--- config.mk ---
export PLATFORM = sky130hd
export DESIGN_NAME = varint_zigzag_decoder_unit
export DESIGN_NICKNAME = d
export VERILOG_FILES = /design/src/hdl/vzd_pkg.sv /design/src/hdl/vzd_front.sv /design/src/hdl/vzd_fifo.sv /design/src/hdl/vzd_back.sv /design/src/hdl/varint_zigzag_decoder_unit.sv
export SDC_FILE = /design/constraint.sdc
export NUM_CORES = 1
export LEC_CHECK = 0
export BUFFER_PORTS_ARGS = -buffer_cell sky130_fd_sc_hd__buf_2
export CORE_ASPECT_RATIO = 1.1
export CORE_MARGIN = 2
export CORE_UTILIZATION = 60
export DETAILED_ROUTE_END_ITERATION = 7
export PLACE_DENSITY = 0.83
export SYNTH_ARGS = -nofsm -noshare
export SYNTH_HDL_FRONTEND = slang
export SYNTH_HIERARCHICAL = 1
export SYNTH_SLANG_ARGS = --single-unit
--- constraint.sdc ---
create_clock -name clk -period 8.37 [get_ports clk]
set_input_delay 1.674 -clock clk [delete_from_list [all_inputs] [get_ports clk]]
set_output_delay 1.674 -clock clk [all_outputs]
set_load 0.1 [all_outputs]
--- src/hdl/vzd_pkg.sv ---
package vzd_pkg;

	localparam logic [1:0] MODE_U32 = 2'd0;
	localparam logic [1:0] MODE_U64 = 2'd1;
	localparam logic [1:0] MODE_S32 = 2'd2;
	localparam logic [1:0] MODE_S64 = 2'd3;

	localparam logic [1:0] STATUS_OK       = 2'd0;
	localparam logic [1:0] STATUS_OVERFLOW = 2'd1;
	localparam logic [1:0] STATUS_TRUNC    = 2'd2;

	localparam logic [6:0] POS_LIMIT = 7'd70;
	localparam logic [6:0] POS_STEP  = 7'd7;

	// one classified stream request as it sits in the queue
	typedef struct packed {
		logic       stream_end;
		logic       more;       // continuation bit
		logic [6:0] payload;
		logic       zero_pad;   // payload bits all zero
		logic       is_ff;      // byte == 0xFF
		logic       is_01;      // byte == 0x01
		logic       nib_bad;    // fails the bit-28 nibble check
		logic       high_set;   // any bit above bit 0 set
		logic [1:0] mode;
	} vzd_entry_t;

	function automatic logic is_wide(input logic [1:0] m);
		return (m == MODE_U64) || (m == MODE_S64);
	endfunction

endpackage

--- src/hdl/vzd_front.sv ---
module vzd_front import vzd_pkg::*; (
	input  logic [7:0] data_byte,
	input  logic [1:0] mode,
	input  logic       stream_end,
	output vzd_entry_t entry
);

	always_comb begin
		entry.stream_end = stream_end;
		entry.more       = data_byte[7];
		entry.payload    = data_byte[6:0];
		entry.zero_pad   = (data_byte[6:0] == 7'h00);
		entry.is_ff      = (data_byte == 8'hFF);
		entry.is_01      = (data_byte == 8'h01);
		entry.nib_bad    = (data_byte[6:4] != 3'b000) && (data_byte[6:3] != 4'b1111);
		entry.high_set   = (data_byte[7:1] != 7'h00);
		entry.mode       = mode;
	end

endmodule

--- src/hdl/vzd_fifo.sv ---
module vzd_fifo import vzd_pkg::*; #(
	parameter int DEPTH = 2
) (
	input  logic       clk,
	input  logic       arst_n,
	input  logic       push,
	input  vzd_entry_t push_data,
	output logic       full,
	input  logic       pop,
	output logic       not_empty,
	output vzd_entry_t pop_data
);

	localparam int AW = (DEPTH > 1) ? $clog2(DEPTH) : 1;
	localparam int CW = $clog2(DEPTH + 1);
	localparam logic [AW-1:0] LAST = AW'(DEPTH - 1);

	vzd_entry_t        mem_q [DEPTH];
	logic [AW-1:0]     wr_ptr_q, rd_ptr_q;
	logic [CW-1:0]     cnt_q;

	assign full      = (cnt_q == CW'(DEPTH));
	assign not_empty = (cnt_q != '0);
	assign pop_data  = mem_q[rd_ptr_q];

	always_ff @(posedge clk) begin
		if (push) begin
			mem_q[wr_ptr_q] <= push_data;
		end
	end

	always_ff @(posedge clk or negedge arst_n) begin
		if (!arst_n) begin
			wr_ptr_q <= '0;
			rd_ptr_q <= '0;
			cnt_q    <= '0;
		end else begin
			if (push) begin
				wr_ptr_q <= (wr_ptr_q == LAST) ? '0 : wr_ptr_q + 1'b1;
			end
			if (pop) begin
				rd_ptr_q <= (rd_ptr_q == LAST) ? '0 : rd_ptr_q + 1'b1;
			end
			if (push && !pop) begin
				cnt_q <= cnt_q + 1'b1;
			end else if (pop && !push) begin
				cnt_q <= cnt_q - 1'b1;
			end
		end
	end

endmodule

--- src/hdl/vzd_back.sv ---
module vzd_back import vzd_pkg::*; (
	input  logic        clk,
	input  logic        arst_n,
	input  logic        q_valid,
	input  vzd_entry_t  ent,
	output logic        q_pop,
	output logic        out_valid,
	input  logic        out_ready,
	output logic [63:0] value,
	output logic [1:0]  status
);

	logic [63:0] acc_q;
	logic [6:0]  pos_q;
	logic        inp_q;
	logic [1:0]  mode_q;
	logic        ovf_q;
	logic        out_valid_q;
	logic [63:0] value_q;
	logic [1:0]  status_q;

	logic [63:0] nxt_acc;
	logic [6:0]  nxt_pos;
	logic        nxt_inp;
	logic [1:0]  nxt_mode;
	logic        nxt_ovf;
	logic        emit;
	logic [63:0] e_val;
	logic [1:0]  e_st;
	logic        fire;

	assign fire      = q_valid && (!out_valid_q || out_ready);
	assign q_pop     = fire;
	assign out_valid = out_valid_q;
	assign value     = value_q;
	assign status    = status_q;

	always_comb begin
		logic [63:0] cur_acc;
		logic [6:0]  cur_pos;
		logic        cur_ovf;
		logic [1:0]  cur_mode;
		logic [31:0] acc32;
		logic [31:0] zz32;
		logic [63:0] acc64;
		logic        abort;
		logic        ext_ok;
		logic        ovf_n;

		cur_acc  = inp_q ? acc_q : '0;
		cur_pos  = inp_q ? pos_q : '0;
		cur_ovf  = inp_q ? ovf_q : 1'b0;
		cur_mode = inp_q ? mode_q : ent.mode;
		acc32    = cur_acc[31:0];
		zz32     = '0;
		acc64    = cur_acc;
		abort    = 1'b0;
		ext_ok   = 1'b0;
		ovf_n    = cur_ovf;

		nxt_acc  = acc_q;
		nxt_pos  = pos_q;
		nxt_inp  = inp_q;
		nxt_mode = mode_q;
		nxt_ovf  = ovf_q;
		emit     = 1'b0;
		e_val    = '0;
		e_st     = STATUS_OK;

		if (ent.stream_end) begin
			if (inp_q) begin
				emit = 1'b1;
				e_st = STATUS_TRUNC;
			end
			nxt_acc = '0;
			nxt_pos = '0;
			nxt_inp = 1'b0;
			nxt_ovf = 1'b0;
		end else if (!is_wide(cur_mode)) begin
			if (cur_pos >= 7'd32) begin
				// zero pad fine below position 64; sign extension only if bit 31 is set
				ext_ok = (cur_pos < 7'd63) ? ent.is_ff : ent.is_01;
				abort  = (cur_pos >= 7'd64) || !(ent.zero_pad || (acc32[31] && ext_ok));
			end else if (cur_pos == 7'd28) begin
				abort = ent.nib_bad;
				acc32 = acc32 | {ent.payload[3:0], 28'h0};
			end else begin
				acc32 = acc32 | (32'(ent.payload) << cur_pos[4:0]);
			end
			zz32 = acc32[0] ? ~(acc32 >> 1) : (acc32 >> 1);
			if (abort || !ent.more) begin
				emit = 1'b1;
				if (abort) begin
					e_st = STATUS_OVERFLOW;
				end else if (cur_mode == MODE_S32) begin
					e_val = {{32{zz32[31]}}, zz32};
				end else begin
					e_val = {32'h0, acc32};
				end
				nxt_acc = '0;
				nxt_pos = '0;
				nxt_inp = 1'b0;
				nxt_ovf = 1'b0;
			end else begin
				nxt_acc = {32'h0, acc32};
				nxt_pos = cur_pos + POS_STEP;
				nxt_inp = 1'b1;
				nxt_ovf = 1'b0;
			end
			nxt_mode = cur_mode;
		end else begin
			ovf_n = cur_ovf || ((cur_pos >= 7'd63) && ent.high_set);
			if (cur_pos < 7'd64) begin
				acc64 = cur_acc | (64'(ent.payload) << cur_pos[5:0]);
			end
			nxt_mode = cur_mode;
			if (!ent.more) begin
				emit = 1'b1;
				if (ovf_n) begin
					e_st = STATUS_OVERFLOW;
				end else if (cur_mode == MODE_S64) begin
					e_val = acc64[0] ? ~(acc64 >> 1) : (acc64 >> 1);
				end else begin
					e_val = acc64;
				end
				nxt_acc = '0;
				nxt_pos = '0;
				nxt_inp = 1'b0;
				nxt_ovf = 1'b0;
			end else begin
				nxt_acc = acc64;
				// overlong varints park at the limit
				nxt_pos = (cur_pos > POS_LIMIT - POS_STEP) ? POS_LIMIT : cur_pos + POS_STEP;
				nxt_inp = 1'b1;
				nxt_ovf = ovf_n;
			end
		end
	end

	always_ff @(posedge clk or negedge arst_n) begin
		if (!arst_n) begin
			acc_q       <= '0;
			pos_q       <= '0;
			inp_q       <= 1'b0;
			mode_q      <= MODE_U32;
			ovf_q       <= 1'b0;
			out_valid_q <= 1'b0;
		end else begin
			if (fire) begin
				acc_q  <= nxt_acc;
				pos_q  <= nxt_pos;
				inp_q  <= nxt_inp;
				mode_q <= nxt_mode;
				ovf_q  <= nxt_ovf;
			end
			if (fire && emit) begin
				out_valid_q <= 1'b1;
			end else if (out_ready) begin
				out_valid_q <= 1'b0;
			end
		end
	end

	always_ff @(posedge clk) begin
		if (fire && emit) begin
			value_q  <= e_val;
			status_q <= e_st;
		end
	end

endmodule

--- src/hdl/varint_zigzag_decoder_unit.sv ---
// Varint / zigzag decoder: takes one stream byte per request and returns one result per
// finished varint (or per abort, or per end of stream inside a varint). Requests enter a
// QUEUE_DEPTH-entry queue after classification; the decode stage takes one queued request
// per cycle into a single result register, so the sustained rate is one byte per cycle
// while out_ready is high. A varint's last byte is queued; its result is registered on pop,
// without waiting if nothing is queued ahead and the result register is free. Error results carry
// value 0. The mode is sampled on a varint's first byte.
module varint_zigzag_decoder_unit import vzd_pkg::*; #(
	parameter int QUEUE_DEPTH = 2
) (
	input  logic        clk,
	input  logic        arst_n,
	input  logic        in_valid,
	output logic        in_ready,
	input  logic [7:0]  data_byte,
	input  logic [1:0]  mode,
	input  logic        stream_end,
	output logic        out_valid,
	input  logic        out_ready,
	output logic [63:0] value,
	output logic [1:0]  status
);

	vzd_entry_t in_ent;
	vzd_entry_t q_ent;
	logic       q_full;
	logic       q_valid;
	logic       q_pop;

	assign in_ready = !q_full;

	vzd_front u_front (
		.data_byte  (data_byte),
		.mode       (mode),
		.stream_end (stream_end),
		.entry      (in_ent)
	);

	vzd_fifo #(
		.DEPTH (QUEUE_DEPTH)
	) u_fifo (
		.clk       (clk),
		.arst_n    (arst_n),
		.push      (in_valid && !q_full),
		.push_data (in_ent),
		.full      (q_full),
		.pop       (q_pop),
		.not_empty (q_valid),
		.pop_data  (q_ent)
	);

	vzd_back u_back (
		.clk       (clk),
		.arst_n    (arst_n),
		.q_valid   (q_valid),
		.ent       (q_ent),
		.q_pop     (q_pop),
		.out_valid (out_valid),
		.out_ready (out_ready),
		.value     (value),
		.status    (status)
	);

	a_err_zero: assert property (@(posedge clk) disable iff (!arst_n)
		out_valid && (status != STATUS_OK) |-> value == 64'h0)
		else $error("error result with nonzero value");

	a_full_not_empty: assert property (@(posedge clk) disable iff (!arst_n)
		!in_ready |-> q_valid)
		else $error("queue full but reports empty");

	a_no_pop_empty: assert property (@(posedge clk) disable iff (!arst_n)
		q_pop |-> q_valid)
		else $error("pop from empty queue");

endmodule
==> impl_table.tex, run 1 <==
\begin{tabular}{lr}
\hline
Metric & Value \\
\hline
\multicolumn{2}{l}{\textbf{Status}} \\
\quad Run status & finished clean \\
\multicolumn{2}{l}{\textbf{Global routing}} \\
\quad Global-route wire length before repair & 45,250 um \\
\quad Maximum number of pins on one net before global-route repair & 71 \\
\quad Number of global-route vias before repair & 8,206 \\
\quad Global route overflow & 0 \\
\quad Initial antenna violation count & 0 \\
\quad GRT Total Usage & 32.63\% \\
\multicolumn{2}{l}{\textbf{Route}} \\
\quad Total vias in the final route & 8,719 \\
\quad Routed WL per cell & 23.49 um \\
\quad Residual DRC count & 0 \\
\quad Count of antenna-violating nets left after detailed routing & 0 \\
\quad WL final & 28,960 um \\
\quad First DRT Iteration DRCs & 1,563 \\
\quad Via-to-Cell Ratio & 7.071 \\
\quad Number of detailed-routing iterations run before antenna repair & 6 \\
\multicolumn{2}{l}{\textbf{Timing}} \\
\quad Unrepaired setup endpoints after global routing & false \\
\quad Final period demand of the worst path & 4.533 ns \\
\quad Final hold violation count & 0 \\
\quad Total Negative Setup Slacks & 0 ns \\
\quad Count of pins over their slew limit & 0 \\
\quad Smallest setup slack after layout & 3.837 ns \\
\quad Clk\_skew & 0.01008 ns \\
\quad Final cycle utilization of the critical path & 54.16\% \\
\quad Fmax & 0.2206 GHz \\
\quad Worst slew margin & 10.65\% \\
\quad Smallest hold slack & 0.4854 ns \\
\quad Endpoints failing setup & 0 \\
\quad Measured slew at the worst slew-check pin & 1.322 ns \\
\multicolumn{2}{l}{\textbf{Critical path}} \\
\quad Setup slack on the worst flop-to-flop path & 3.84 ns \\
\quad Crit path max-delay family & simple AND/OR/NAND/NOR gates \\
\quad Capture point of the worst reg-to-reg path & u\_back/value[10]\$\_SDFFCE\_PP0P\_ \\
\quad Number of gates on the worst path with buffers counted & 9 \\
\quad Startpoint of the worst-slack reg-to-reg timing path & u\_back/inp\_q\$\_DFFE\_PN0P\_ \\
\quad Maximum single-stage delay on the critical path & 0.82 ns \\
\quad Max Fanout on Critical Path & 70 \\
\quad Worst setup path endpoint & u\_back/value[10]\$\_SDFFCE\_PP0P\_ \\
\quad Most repeated library cell on the critical path & sky130\_fd\_sc\_hd\_\_nand2\_1 \\
\quad Cell chain of the critical path & buf\_4 -> nand2\_1 -> ha\_1 -> and4\_1 -> a31oi\_1 -> a22oi\_1 -> nand2\_1 -> nand2\_1 -> a2111oi\_0 \\
\quad Crit path buf inv count & 1 \\
\quad Kind of end point of the critical path & register \\
\quad Length in cells of the worst reg-to-reg path & 9 \\
\quad Start-to-end type of the worst setup path & register to register \\
\quad Beginning of the critical path & u\_back/inp\_q\$\_DFFE\_PN0P\_ \\
\quad Required time reported for the critical path endpoint & 8.57 ns \\
\quad WP data arrival & 4.73 ns \\
\quad Slowest cell on crit path & sky130\_fd\_sc\_hd\_\_dfrtp\_2 \\
\quad Sort of element at the start of the critical path & register \\
\multicolumn{2}{l}{\textbf{Clocking}} \\
\quad Post-CTS repair timing setup buffer count & 0 \\
\quad Clock input transition at the sequential cells of the worst setup and hold paths & 0.07 ns \\
\quad Number of H-tree branching levels & 4 \\
\quad Hold-fix buffer count after cts & 0 \\
\quad CTS Root Buffer Type & sky130\_fd\_sc\_hd\_\_clkbuf\_16 \\
\quad Maximum buffer depth of the clock tree & 2 \\
\quad Resized cells post-CTS & 0 \\
\quad Number of sinks on the clock net & 178 \\
\quad Clock buffer count from CTS & 17 \\
\quad TritonCTS clock tree & built \\
\quad Later-pin clock latency in the skew report & 0.44 ns \\
\multicolumn{2}{l}{\textbf{Synth}} \\
\quad Post-synth ARST share & 44.94\% \\
\quad Post-synth top area share & 28.98\% \\
\quad Post-synth EDFFs & 98 \\
\quad Cells taking the most area after synthesis & sky130\_fd\_sc\_hd\_\_edfxtp\_1 (29\%), sky130\_fd\_sc\_hd\_\_dfrtp\_1 (20\%), sky130\_fd\_sc\_hd\_\_nand2\_1 (4.0\%), sky130\_fd\_sc\_hd\_\_xnor2\_1 (3.9\%), sky130\_fd\_sc\_hd\_\_o21ai\_0 (3.4\%) \\
\quad Yosys cell types & 93 \\
\quad Average cell area after synthesis & 10.28 um2 \\
\quad Syn nets & 1,006 \\
\quad Top FF cell, synth & sky130\_fd\_sc\_hd\_\_edfxtp\_1 \\
\quad Share of the yosys chip area belonging to registers & 48.69\% \\
\quad FF+latch count, synth & 178 \\
\quad Synth Cell Area & 10,160 um2 \\
\quad Yosys warnings & 6 \\
\quad Area leader, netlist & sky130\_fd\_sc\_hd\_\_edfxtp\_1 \\
\quad Cells after Synth & 988 \\
\multicolumn{2}{l}{\textbf{Floorplan}} \\
\quad Die X-Extent & 128.0 um \\
\quad Core region area & 16,490 um2 \\
\quad Height of the die & 140.5 um \\
\quad FP Rows & 49 \\
\quad Number of top-level pins & 83 \\
\quad Die outline area & 17,980 um2 \\
\quad Initial standard-cell utilization of the core & 61.58\% \\
\multicolumn{2}{l}{\textbf{Finish}} \\
\quad Final net count & 1,034 \\
\quad Final Instance Count excl. Fillers & 1,233 \\
\quad Number of antenna cells inserted & 0 \\
\quad Ratio of cells with drive above 1 in the final layout & 17.98\% \\
\quad Area overhead of the layout relative to synthesis & 8.821\% \\
\quad Filler cells & 1,259 \\
\multicolumn{2}{l}{\textbf{Hold path}} \\
\quad Cells on Worst Hold Path & 2 \\
\quad Min-Delay Startpoint & u\_back/acc\_q[47]\$\_DFFE\_PN0P\_ \\
\quad Class of the worst hold path & register to register \\
\multicolumn{2}{l}{\textbf{Placed design}} \\
\quad Number of placed cells counting well taps & 1,201 \\
\quad Total half-perimeter wirelength after legalization and detailed placement & 19,170 um \\
\quad Post-Place Setup Slack & 3.922 ns \\
\quad Routability-driven placement congestion ratio & 0.9969 \\
\quad Count of input and output buffers & 82 \\
\multicolumn{2}{l}{\textbf{Flow run}} \\
\quad Max-capacitance violation count & 0 \\
\hline
\end{tabular}
==> logic make-up (layout without fill, tap and decap cells) <==
family                     Yosys count  in the layout  share of synthesized area, %
adders and majority gates            3              3                        0.3696
buffers and inverters               96            137                         4.953
AOI/OAI and AO/OA                  314            314                         22.41
muxes                               37             37                         4.410
xor gates and xnor gates            49             49                         4.226
and+or+nand+nor                    311            311                         14.94
DFF                                178            178                         48.69
==> cells in the final DEF, fill, tap and decap left out, types with 5 or more instances in the layout <==
master and instances:
sky130_fd_sc_hd__nand3_1 24, sky130_fd_sc_hd__o22ai_1 8, sky130_fd_sc_hd__o21ai_1 13, sky130_fd_sc_hd__a22oi_1 10
sky130_fd_sc_hd__a221oi_1 7, sky130_fd_sc_hd__buf_2 81, sky130_fd_sc_hd__o221ai_1 11, sky130_fd_sc_hd__mux2_2 13
sky130_fd_sc_hd__a221o_1 5, sky130_fd_sc_hd__a22o_1 35, sky130_fd_sc_hd__nor2_1 76, sky130_fd_sc_hd__nor2b_1 7
sky130_fd_sc_hd__a31oi_1 16, sky130_fd_sc_hd__and2_1 18, sky130_fd_sc_hd__buf_4 13, sky130_fd_sc_hd__nand2b_1 8
sky130_fd_sc_hd__edfxtp_1 98, sky130_fd_sc_hd__o21ai_0 67, sky130_fd_sc_hd__a21oi_1 39, sky130_fd_sc_hd__nor3_1 10
sky130_fd_sc_hd__a211oi_1 17, sky130_fd_sc_hd__nand2_1 108, sky130_fd_sc_hd__xnor2_1 45, sky130_fd_sc_hd__and3_1 11
sky130_fd_sc_hd__o32ai_1 5, sky130_fd_sc_hd__clkbuf_16 17, sky130_fd_sc_hd__o211ai_1 16, sky130_fd_sc_hd__dfrtp_1 79
sky130_fd_sc_hd__mux2_4 9, sky130_fd_sc_hd__a21o_1 8, sky130_fd_sc_hd__inv_1 8, sky130_fd_sc_hd__nand4_1 6
sky130_fd_sc_hd__mux2i_1 13, sky130_fd_sc_hd__o21a_1 6
==> cell usage after synthesis, types with 5 or more instances <==
cell type and n:
sky130_fd_sc_hd__a31oi_1 16, sky130_fd_sc_hd__buf_2 20, sky130_fd_sc_hd__a21o_1 8, sky130_fd_sc_hd__inv_1 8
sky130_fd_sc_hd__buf_6 5, sky130_fd_sc_hd__a211oi_1 17, sky130_fd_sc_hd__nand3_1 24, sky130_fd_sc_hd__o32ai_1 5
sky130_fd_sc_hd__mux2_4 9, sky130_fd_sc_hd__and3_1 11, sky130_fd_sc_hd__o21ai_1 13, sky130_fd_sc_hd__a22oi_1 10
sky130_fd_sc_hd__and2_1 18, sky130_fd_sc_hd__nand2_1 109, sky130_fd_sc_hd__o21ai_0 68, sky130_fd_sc_hd__a221o_1 5
sky130_fd_sc_hd__nor2_1 76, sky130_fd_sc_hd__clkbuf_1 39, sky130_fd_sc_hd__buf_1 5, sky130_fd_sc_hd__o21a_1 6
sky130_fd_sc_hd__a22o_1 36, sky130_fd_sc_hd__xnor2_1 45, sky130_fd_sc_hd__o211ai_1 16, sky130_fd_sc_hd__a21oi_1 39
sky130_fd_sc_hd__nor2b_1 7, sky130_fd_sc_hd__mux2i_1 13, sky130_fd_sc_hd__nor3_1 11, sky130_fd_sc_hd__dfrtp_1 80
sky130_fd_sc_hd__o221ai_1 11, sky130_fd_sc_hd__o22ai_1 8, sky130_fd_sc_hd__nand2b_1 8, sky130_fd_sc_hd__edfxtp_1 98
sky130_fd_sc_hd__nand4_1 6, sky130_fd_sc_hd__buf_4 14, sky130_fd_sc_hd__mux2_2 13, sky130_fd_sc_hd__a221oi_1 7
==> through the flow <==
stage	utilization [%]	area, um2
final	67.01	11050
after global routing	67.01	11050
after CTS	67.01	11050
after detailed placement	63.46	10470
after global placement	63.46	10470
after floorplan	-	10160
==> flip-flops by register name, indices dropped and copies added (netlist names) <==
signal            cells
u_back/mode_q         2
u_back/inp_q          1
u_fifo/cnt_q          2
u_fifo/mem_q         32
u_back/pos_q          7
u_back/ovf_q          1
u_back/value         64
u_fifo/wr_ptr_q       1
u_fifo/rd_ptr_q       1
u_back/status         2
u_back/out_valid      1
u_back/acc_q         64
==> routing by layer <==
metal	up-vias	wire, um	GRT usage (%)
met4	0	1347	15.50
li1	3769	-	-
met1	4150	10980	44.17
met5	-	0	0
met2	680	13280	50.01
met3	120	3357	7.487
==> tightest hold or removal path: stages, from the launching register on <==
cell and delay (ns):
sky130_fd_sc_hd__dfrtp_1 0.34, sky130_fd_sc_hd__nand2_1 0.05, sky130_fd_sc_hd__o21ai_0 0.06
==> worst min path at each step <==
stage / end / slack, ns
after floorplan: u_back/acc_q[54]$_DFFE_PN0P_ / 0.44
after global placement: u_back/acc_q[54]$_DFFE_PN0P_ / 0.46
after detailed placement: u_back/acc_q[54]$_DFFE_PN0P_ / 0.47
after CTS: u_back/acc_q[54]$_DFFE_PN0P_ / 0.48
after global routing: u_fifo/cnt_q[1]$_DFFE_PN0P_ / 0.51
final: u_back/acc_q[47]$_DFFE_PN0P_ / 0.49
==> layout make-up <==
class	count	area, um2	share of cell area, %
Sequential cell	178	4946	44.75
Multi-Input combinational cell	714	4721	42.72
Timing Repair Buffer	94	503.0	4.551
Clock buffer	18	429.2	3.883
Tap cell	204	255.2	2.310
Clock inverter	14	156.4	1.415
Inverter	11	41.29	0.3736
Power of run 1 is not shown: default switching activity piles up to over one toggle a cycle in this logic, so the estimate is an artifact.
==> inputs of run 2 (changes only) <==
--- a/config.mk
+++ b/config.mk
@@ -8,9 +8,9 @@
 export BUFFER_PORTS_ARGS = -buffer_cell sky130_fd_sc_hd__buf_2
 export CORE_ASPECT_RATIO = 1.1
 export CORE_MARGIN = 2
-export CORE_UTILIZATION = 60
+export CORE_UTILIZATION = 55
 export DETAILED_ROUTE_END_ITERATION = 7
-export PLACE_DENSITY = 0.83
+export PLACE_DENSITY = 0.8
 export SYNTH_ARGS = -nofsm -noshare
 export SYNTH_HDL_FRONTEND = slang
 export SYNTH_HIERARCHICAL = 1
==> constraint.sdc (replaced) <==
create_clock -name clk -period 4.1 [get_ports clk]
set_input_delay 0.82 -clock clk [delete_from_list [all_inputs] [get_ports clk]]
set_output_delay 0.82 -clock clk [all_outputs]
set_load 0.1 [all_outputs]
==> impl_table.tex, run 2 (same netlist as run 1, synthesis figures left out) <==
\begin{tabular}{lr}
\hline
Metric & Value \\
\hline
\multicolumn{2}{l}{\textbf{Hold path}} \\
\quad Class of the worst hold path & input port to async pin \\
\multicolumn{2}{l}{\textbf{Route}} \\
\quad First DRT Iteration DRCs & 1,339 \\
\quad Routed WL per cell & 23.55 um \\
\quad Count of antenna-violating nets left after detailed routing & 0 \\
\quad Residual DRC count & 0 \\
\quad Via-to-Cell Ratio & 6.802 \\
\quad WL final & 30,480 um \\
\quad Total vias in the final route & 8,802 \\
\quad Number of detailed-routing iterations run before antenna repair & 8 \\
\multicolumn{2}{l}{\textbf{Critical path}} \\
\quad Length in cells of the worst reg-to-reg path & 8 \\
\quad WP data arrival & 3.73 ns \\
\quad Maximum single-stage delay on the critical path & 0.82 ns \\
\quad Capture point of the worst reg-to-reg path & u\_back/value[36]\$\_SDFFCE\_PP0P\_ \\
\quad Cell chain of the critical path & nand2\_2 -> ha\_1 -> and4\_1 -> a31oi\_1 -> a21oi\_1 -> or4\_4 -> nor2\_1 -> a221o\_1 \\
\quad Kind of end point of the critical path & register \\
\quad Start-to-end type of the worst setup path & register to register \\
\quad Startpoint of the worst-slack reg-to-reg timing path & u\_back/pos\_q[0]\$\_DFFE\_PN0P\_ \\
\quad Required time reported for the critical path endpoint & 4.40 ns \\
\quad Setup slack on the worst flop-to-flop path & 0.66 ns \\
\quad Max Fanout on Critical Path & 21 \\
\quad Slowest cell on crit path & sky130\_fd\_sc\_hd\_\_dfrtp\_1 \\
\quad Sort of element at the start of the critical path & register \\
\multicolumn{2}{l}{\textbf{Timing}} \\
\quad Clk\_skew & 0.01323 ns \\
\quad Measured slew at the worst slew-check pin & 0.8644 ns \\
\quad Worst slew margin & 42.37\% \\
\quad Final hold violation count & 0 \\
\quad Endpoints failing setup & 0 \\
\quad Final cycle utilization of the critical path & 83.86\% \\
\quad Count of pins over their slew limit & 0 \\
\quad Smallest hold slack & 0.4639 ns \\
\quad Fmax & 0.2908 GHz \\
\quad Total Negative Setup Slacks & 0 ns \\
\quad Final period demand of the worst path & 3.438 ns \\
\quad Unrepaired setup endpoints after global routing & false \\
\multicolumn{2}{l}{\textbf{Flow run}} \\
\quad Max-capacitance violation count & 0 \\
\multicolumn{2}{l}{\textbf{Placed design}} \\
\quad Count of input and output buffers & 82 \\
\quad Routability-driven placement congestion ratio & 1.058 \\
\quad Total half-perimeter wirelength after legalization and detailed placement & 20,780 um \\
\multicolumn{2}{l}{\textbf{Global routing}} \\
\quad Number of global-route vias before repair & 8,376 \\
\quad Initial antenna violation count & 0 \\
\quad Maximum number of pins on one net before global-route repair & 70 \\
\quad GRT Total Usage & 31.55\% \\
\quad Global route overflow & 0 \\
\quad Global-route wire length before repair & 47,290 um \\
\multicolumn{2}{l}{\textbf{Finish}} \\
\quad Most frequent standard cell in the layout excluding fill and tap cells & sky130\_fd\_sc\_hd\_\_nand2\_1 \\
\quad Final net count & 1,056 \\
\quad Most frequent cells in the layout & sky130\_fd\_sc\_hd\_\_nand2\_1 (108), sky130\_fd\_sc\_hd\_\_edfxtp\_1 (98), sky130\_fd\_sc\_hd\_\_buf\_2 (81) \\
\quad Number of antenna cells inserted & 0 \\
\quad Area overhead of the layout relative to synthesis & 11.25\% \\
\quad Filler cells & 1,503 \\
\quad Ratio of cells with drive above 1 in the final layout & 19.31\% \\
\multicolumn{2}{l}{\textbf{Floorplan}} \\
\quad Height of the die & 146.5 um \\
\quad Initial standard-cell utilization of the core & 55.55\% \\
\quad Core region area & 18,280 um2 \\
\quad FP Rows & 52 \\
\quad Die outline area & 19,570 um2 \\
\quad Number of top-level pins & 83 \\
\quad Die X-Extent & 133.6 um \\
\multicolumn{2}{l}{\textbf{Clocking}} \\
\quad Number of H-tree branching levels & 4 \\
\quad Clock buffer count from CTS & 17 \\
\quad Post-CTS repair timing setup buffer count & 0 \\
\quad Maximum buffer depth of the clock tree & 2 \\
\quad TritonCTS clock tree & built \\
\quad Hold-fix buffer count after cts & 0 \\
\quad Resized cells post-CTS & 0 \\
\quad Number of sinks on the clock net & 178 \\
\quad CTS Root Buffer Type & sky130\_fd\_sc\_hd\_\_clkbuf\_16 \\
\quad Later-pin clock latency in the skew report & 0.44 ns \\
\quad Clock input transition at the sequential cells of the worst setup and hold paths & 0.07 ns \\
\multicolumn{2}{l}{\textbf{Status}} \\
\quad Run status & finished clean \\
\hline
\end{tabular}
run 2: cell types whose count changed in the layout (fill, tap and decap cells not counted), moves of 2 or more:
cell	delta
sky130_fd_sc_hd__clkbuf_1	+2
sky130_fd_sc_hd__clkinv_2	-2
sky130_fd_sc_hd__clkinv_4	-2
sky130_fd_sc_hd__buf_12	+3
sky130_fd_sc_hd__buf_4	+19
run 2: layout make-up:
cell class              instances  area [um2]  share of cell area [%]
clock buffers                  21       450.4                   3.987
clock inverters                11       127.6                   1.130
inverters                      11       41.29                  0.3654
multi-input cells             714        4723                   41.81
flip-flops and latches        178        4946                   43.78
well taps                     243       304.0                   2.691
repair buffers                116       705.7                   6.246
run 2: through the flow:
stage / area, um2 / cells / worst slack [ns] / utilization (%)
after floorplan: 10170 / 988 / 0.2714 / -
final: 11300 / 1294 / 0.6615 / 61.80
after detailed placement: 10720 / 1262 / 0.8005 / 58.64
after global placement: 10720 / 1262 / 0.8543 / 58.64
after CTS: 11300 / 1294 / 0.7868 / 61.80
after global routing: 11300 / 1294 / 0.4816 / 61.80
run 2: layer usage:
layer / vias to the layer above / GRT usage (%) / routed length (um)
li1: 3819 / - / -
met1: 4221 / 42.39 / 11770
met2: 643 / 48.97 / 14290
met3: 119 / 5.347 / 2837
met4: 0 / 17.23 / 1580
met5: - / 0 / 0
run 2: how the worst max path moves through the flow:
stage / to / slack, ns / cells after the start / startpoint
6_report: u_back/value[36]$_SDFFCE_PP0P_ / 0.66 / 8 / u_back/pos_q[0]$_DFFE_PN0P_
5_1_grt: u_back/value[1]$_SDFFCE_PP0P_ / 0.48 / 9 / u_back/inp_q$_DFFE_PN0P_
4_1_cts: u_back/value[0]$_SDFFCE_PP0P_ / 0.79 / 9 / u_back/inp_q$_DFFE_PN0P_
3_5_place_dp: u_back/value[24]$_SDFFCE_PP0P_ / 0.80 / 9 / u_back/inp_q$_DFFE_PN0P_
3_3_place_gp: u_back/value[36]$_SDFFCE_PP0P_ / 0.85 / 8 / u_back/pos_q[0]$_DFFE_PN0P_
2_1_floorplan: u_back/status[0]$_SDFFCE_PP0P_ / 0.27 / 10 / u_fifo/rd_ptr_q$_DFFE_PN0P_
run 2: worst max-delay path, delay by kind of cell (launching register included):
kind / cells / cell delay [ns]
adder cells (fa/ha/maj): 1 / 0.27
AND/OR/NAND/NOR: 4 / 1.52
AO/OA/AOI/OAI: 3 / 0.68
flip-flops: 1 / 0.82
Power of run 2 is left out for the same reason.
==> inputs of run 3 (changes only) <==
==> constraint.sdc (replaced) <==
create_clock -name clk -period 2.8 [get_ports clk]
set_input_delay 0.56 -clock clk [delete_from_list [all_inputs] [get_ports clk]]
set_output_delay 0.56 -clock clk [all_outputs]
set_load 0.1 [all_outputs]
==> impl_table.tex, run 3 (same netlist as run 1, synthesis figures left out) <==
\begin{tabular}{lr}
\hline
Metric & Value \\
\hline
\multicolumn{2}{l}{\textbf{Status}} \\
\quad Run status & finished with violations \\
\quad Failing checks & negative setup slack \\
\multicolumn{2}{l}{\textbf{Power and ir drop}} \\
\quad Max rail drop VDD & 0.9394 mV \\
\quad Relative contribution of sequential cells to total power & 23.6\% \\
\quad Static Leakage & 5.114 nW \\
\quad P\_sw & 8.975 mW \\
\quad Relative contribution of combinational cells to total power & 62.1\% \\
\quad Relative contribution of the clock network to total power & 14.3\% \\
\quad Internal & 7.901 mW \\
\quad PnR Total Power & 16.88 mW \\
\quad Cell Pwr Density & 1310 nW/um2 \\
\quad Switching share of total power & 53.18\% \\
\multicolumn{2}{l}{\textbf{Floorplan}} \\
\quad Die outline area & 19,570 um2 \\
\quad Number of top-level pins & 83 \\
\quad Initial standard-cell utilization of the core & 55.55\% \\
\quad Die X-Extent & 133.6 um \\
\quad FP Rows & 52 \\
\quad Height of the die & 146.5 um \\
\quad Core region area & 18,280 um2 \\
\multicolumn{2}{l}{\textbf{Flow run}} \\
\quad Max-capacitance violation count & 0 \\
\multicolumn{2}{l}{\textbf{Route}} \\
\quad Residual DRC count & 0 \\
\quad Count of antenna-violating nets left after detailed routing & 0 \\
\quad WL final & 32,800 um \\
\quad Total vias in the final route & 9,340 \\
\quad First DRT Iteration DRCs & 897 \\
\quad Number of detailed-routing iterations run before antenna repair & 6 \\
\quad Via-to-Cell Ratio & 6.482 \\
\quad Routed WL per cell & 22.76 um \\
\multicolumn{2}{l}{\textbf{Finish}} \\
\quad Most frequent standard cell in the layout excluding fill and tap cells & sky130\_fd\_sc\_hd\_\_buf\_4 \\
\quad Number of antenna cells inserted & 0 \\
\quad Ratio of cells with drive above 1 in the final layout & 32.97\% \\
\quad Final net count & 1,203 \\
\quad Most frequent cells in the layout & sky130\_fd\_sc\_hd\_\_buf\_4 (161), sky130\_fd\_sc\_hd\_\_nand2\_1 (108), sky130\_fd\_sc\_hd\_\_edfxtp\_1 (98) \\
\quad Filler cells & 1,347 \\
\quad Final Instance Count excl. Fillers & 1,441 \\
\quad Area overhead of the layout relative to synthesis & 26.83\% \\
\multicolumn{2}{l}{\textbf{Critical path}} \\
\quad Slowest cell on crit path & sky130\_fd\_sc\_hd\_\_dfrtp\_2 \\
\quad Max Fanout on Critical Path & 8 \\
\quad Crit path max-delay family & compound AO/OA/AOI/OAI gates \\
\quad Start-to-end type of the worst setup path & register to register \\
\quad Cell chain of the critical path & buf\_12 -> mux2\_4 -> mux2i\_1 -> a2bb2oi\_1 -> o21ai\_4 -> a221oi\_2 -> xnor2\_1 -> a31oi\_1 -> o32ai\_2 \\
\quad Maximum single-stage delay on the critical path & 0.45 ns \\
\quad WP data arrival & 3.01 ns \\
\quad Sort of element at the start of the critical path & register \\
\quad Kind of end point of the critical path & register \\
\quad Crit path buf inv count & 1 \\
\quad Required time reported for the critical path endpoint & 3.01 ns \\
\multicolumn{2}{l}{\textbf{Global routing}} \\
\quad Number of global-route vias before repair & 9,018 \\
\quad Global Route met3 Usage & 7.222\% \\
\quad Global-route wire length before repair & 50,220 um \\
\quad GRT Total Usage & 33.74\% \\
\quad Global route overflow & 0 \\
\quad Maximum number of pins on one net before global-route repair & 57 \\
\quad Busiest metal layer after global routing & met2 \\
\quad Met2 Usage GRT & 54.56\% \\
\quad Initial antenna violation count & 0 \\
\quad Fraction of met1 tracks used by global routing & 41.92\% \\
\multicolumn{2}{l}{\textbf{Clocking}} \\
\quad Clock buffer count from CTS & 17 \\
\quad Number of H-tree branching levels & 4 \\
\quad Maximum buffer depth of the clock tree & 2 \\
\quad Number of sinks on the clock net & 178 \\
\quad Later-pin clock latency in the skew report & 0.44 ns \\
\quad Hold-fix buffer count after cts & 0 \\
\quad Clock input transition at the sequential cells of the worst setup and hold paths & 0.07 ns \\
\quad CTS Root Buffer Type & sky130\_fd\_sc\_hd\_\_clkbuf\_16 \\
\quad TritonCTS clock tree & built \\
\multicolumn{2}{l}{\textbf{Timing}} \\
\quad Smallest setup slack after layout & -0.004557 ns \\
\quad Endpoints failing setup & 1 \\
\quad Final hold violation count & 0 \\
\quad Measured slew at the worst slew-check pin & 0.7739 ns \\
\quad Clk\_skew & 0.008382 ns \\
\quad Final period demand of the worst path & 2.805 ns \\
\quad Worst slew margin & 48.24\% \\
\quad Unrepaired setup endpoints after global routing & true \\
\quad Fmax & 0.3566 GHz \\
\quad Smallest hold slack & 0.1219 ns \\
\quad Count of pins over their slew limit & 0 \\
\quad Final cycle utilization of the critical path & 100.2\% \\
\multicolumn{2}{l}{\textbf{Hold path}} \\
\quad Class of the worst hold path & input port to async pin \\
\multicolumn{2}{l}{\textbf{Placed design}} \\
\quad Number of placed cells counting well taps & 1,394 \\
\quad Routability-driven placement congestion ratio & 0.9773 \\
\quad Count of input and output buffers & 82 \\
\quad Total half-perimeter wirelength after legalization and detailed placement & 23,400 um \\
\quad Post-Place Setup Slack & -0.2791 ns \\
\hline
\end{tabular}
==> run 3: changes by cell type in the layout (fill, tap and decap cells not counted), sizes merged <==
cell	delta
inv	+3
clkinv	+1
bufinv	-1
buf	+147
clkbuf	-3
==> run 3: path summary, 6_finish.rpt <==
check                                            start                        endpoint  slack [ns]  cells after the start
max in group asynchronous                       arst_n     u_fifo/rd_ptr_q$_DFFE_PN0P_        2.08                      2
min reg2reg                u_fifo/cnt_q[1]$_DFFE_PN0P_     u_fifo/cnt_q[1]$_DFFE_PN0P_        0.48                      1
min                                             arst_n    u_back/acc_q[17]$_DFFE_PN0P_        0.12                      1
max reg2reg                u_fifo/rd_ptr_q$_DFFE_PN0P_  u_back/value[27]$_SDFFCE_PP0P_      -0.005                      9
max                        u_fifo/rd_ptr_q$_DFFE_PN0P_  u_back/value[27]$_SDFFCE_PP0P_      -0.005                      9
min in group clk                            stream_end   u_fifo/mem_q[1][15]$_DFFE_PP_        0.30                      1
==> run 3: power groups by stage <==
stage	combinational (mW)	clock [mW]	sequential [mW]
after global routing	10.9	2.55	4.05
final	10.5	2.42	3.98
after detailed placement	10.0	0	4.03
after CTS	10.1	2.42	3.98
after global placement	9.93	0	4.00
after floorplan	3.72	0	7.45
==> run 3: metal layers <==
| layer | vias up | part of all wire (%) |
|---|---|---|
| met5 | - | 0 |
| met4 | 0 | 5.4 |
| met3 | 125 | 8.5 |
| met2 | 540 | 48 |
| met1 | 4553 | 38 |
| li1 | 4122 | - |
==> run 3: cell type report <==
type,count,area [um2],area share [%]
Clock buffer,18,439.2,3.409
Clock inverter,14,146.4,1.136
Inverter,11,43.79,0.3400
Multi-Input combinational cell,714,5019,38.96
Sequential cell,178,4947,38.41
Tap cell,243,304.0,2.360
Timing Repair Buffer,263,1982,15.39
==> run 3: worst reg2reg max path, cell delays in order, from the launching register on <==
cell and delay [ns]:
sky130_fd_sc_hd__dfrtp_2 0.45, sky130_fd_sc_hd__buf_12 0.15, sky130_fd_sc_hd__mux2_4 0.33, sky130_fd_sc_hd__mux2i_1 0.21, sky130_fd_sc_hd__a2bb2oi_1 0.33, sky130_fd_sc_hd__o21ai_4 0.19
sky130_fd_sc_hd__a221oi_2 0.32, sky130_fd_sc_hd__xnor2_1 0.20, sky130_fd_sc_hd__a31oi_1 0.14, sky130_fd_sc_hd__o32ai_2 0.26
==> run 3: metrics by stage <==
step	cell area [um2]	utilization (%)	TNS, ns
after CTS	12560	68.72	-0.006209
after global placement	11870	64.93	-1.048
final	12880	70.46	-0.004557
after global routing	12880	70.46	-0.1837
after detailed placement	11870	64.93	-1.495
after floorplan	10180	-	-58.12
==> run 3: what timing repair did <==
item,4_1_cts,5_1_grt
resized for setup,15,55
setup endpoints to repair,23,112
pin swaps,3,20
buffers inserted,6,11
cloned,0,0
hold endpoints to repair,0,0
Power figures use the tool's default switching activity.
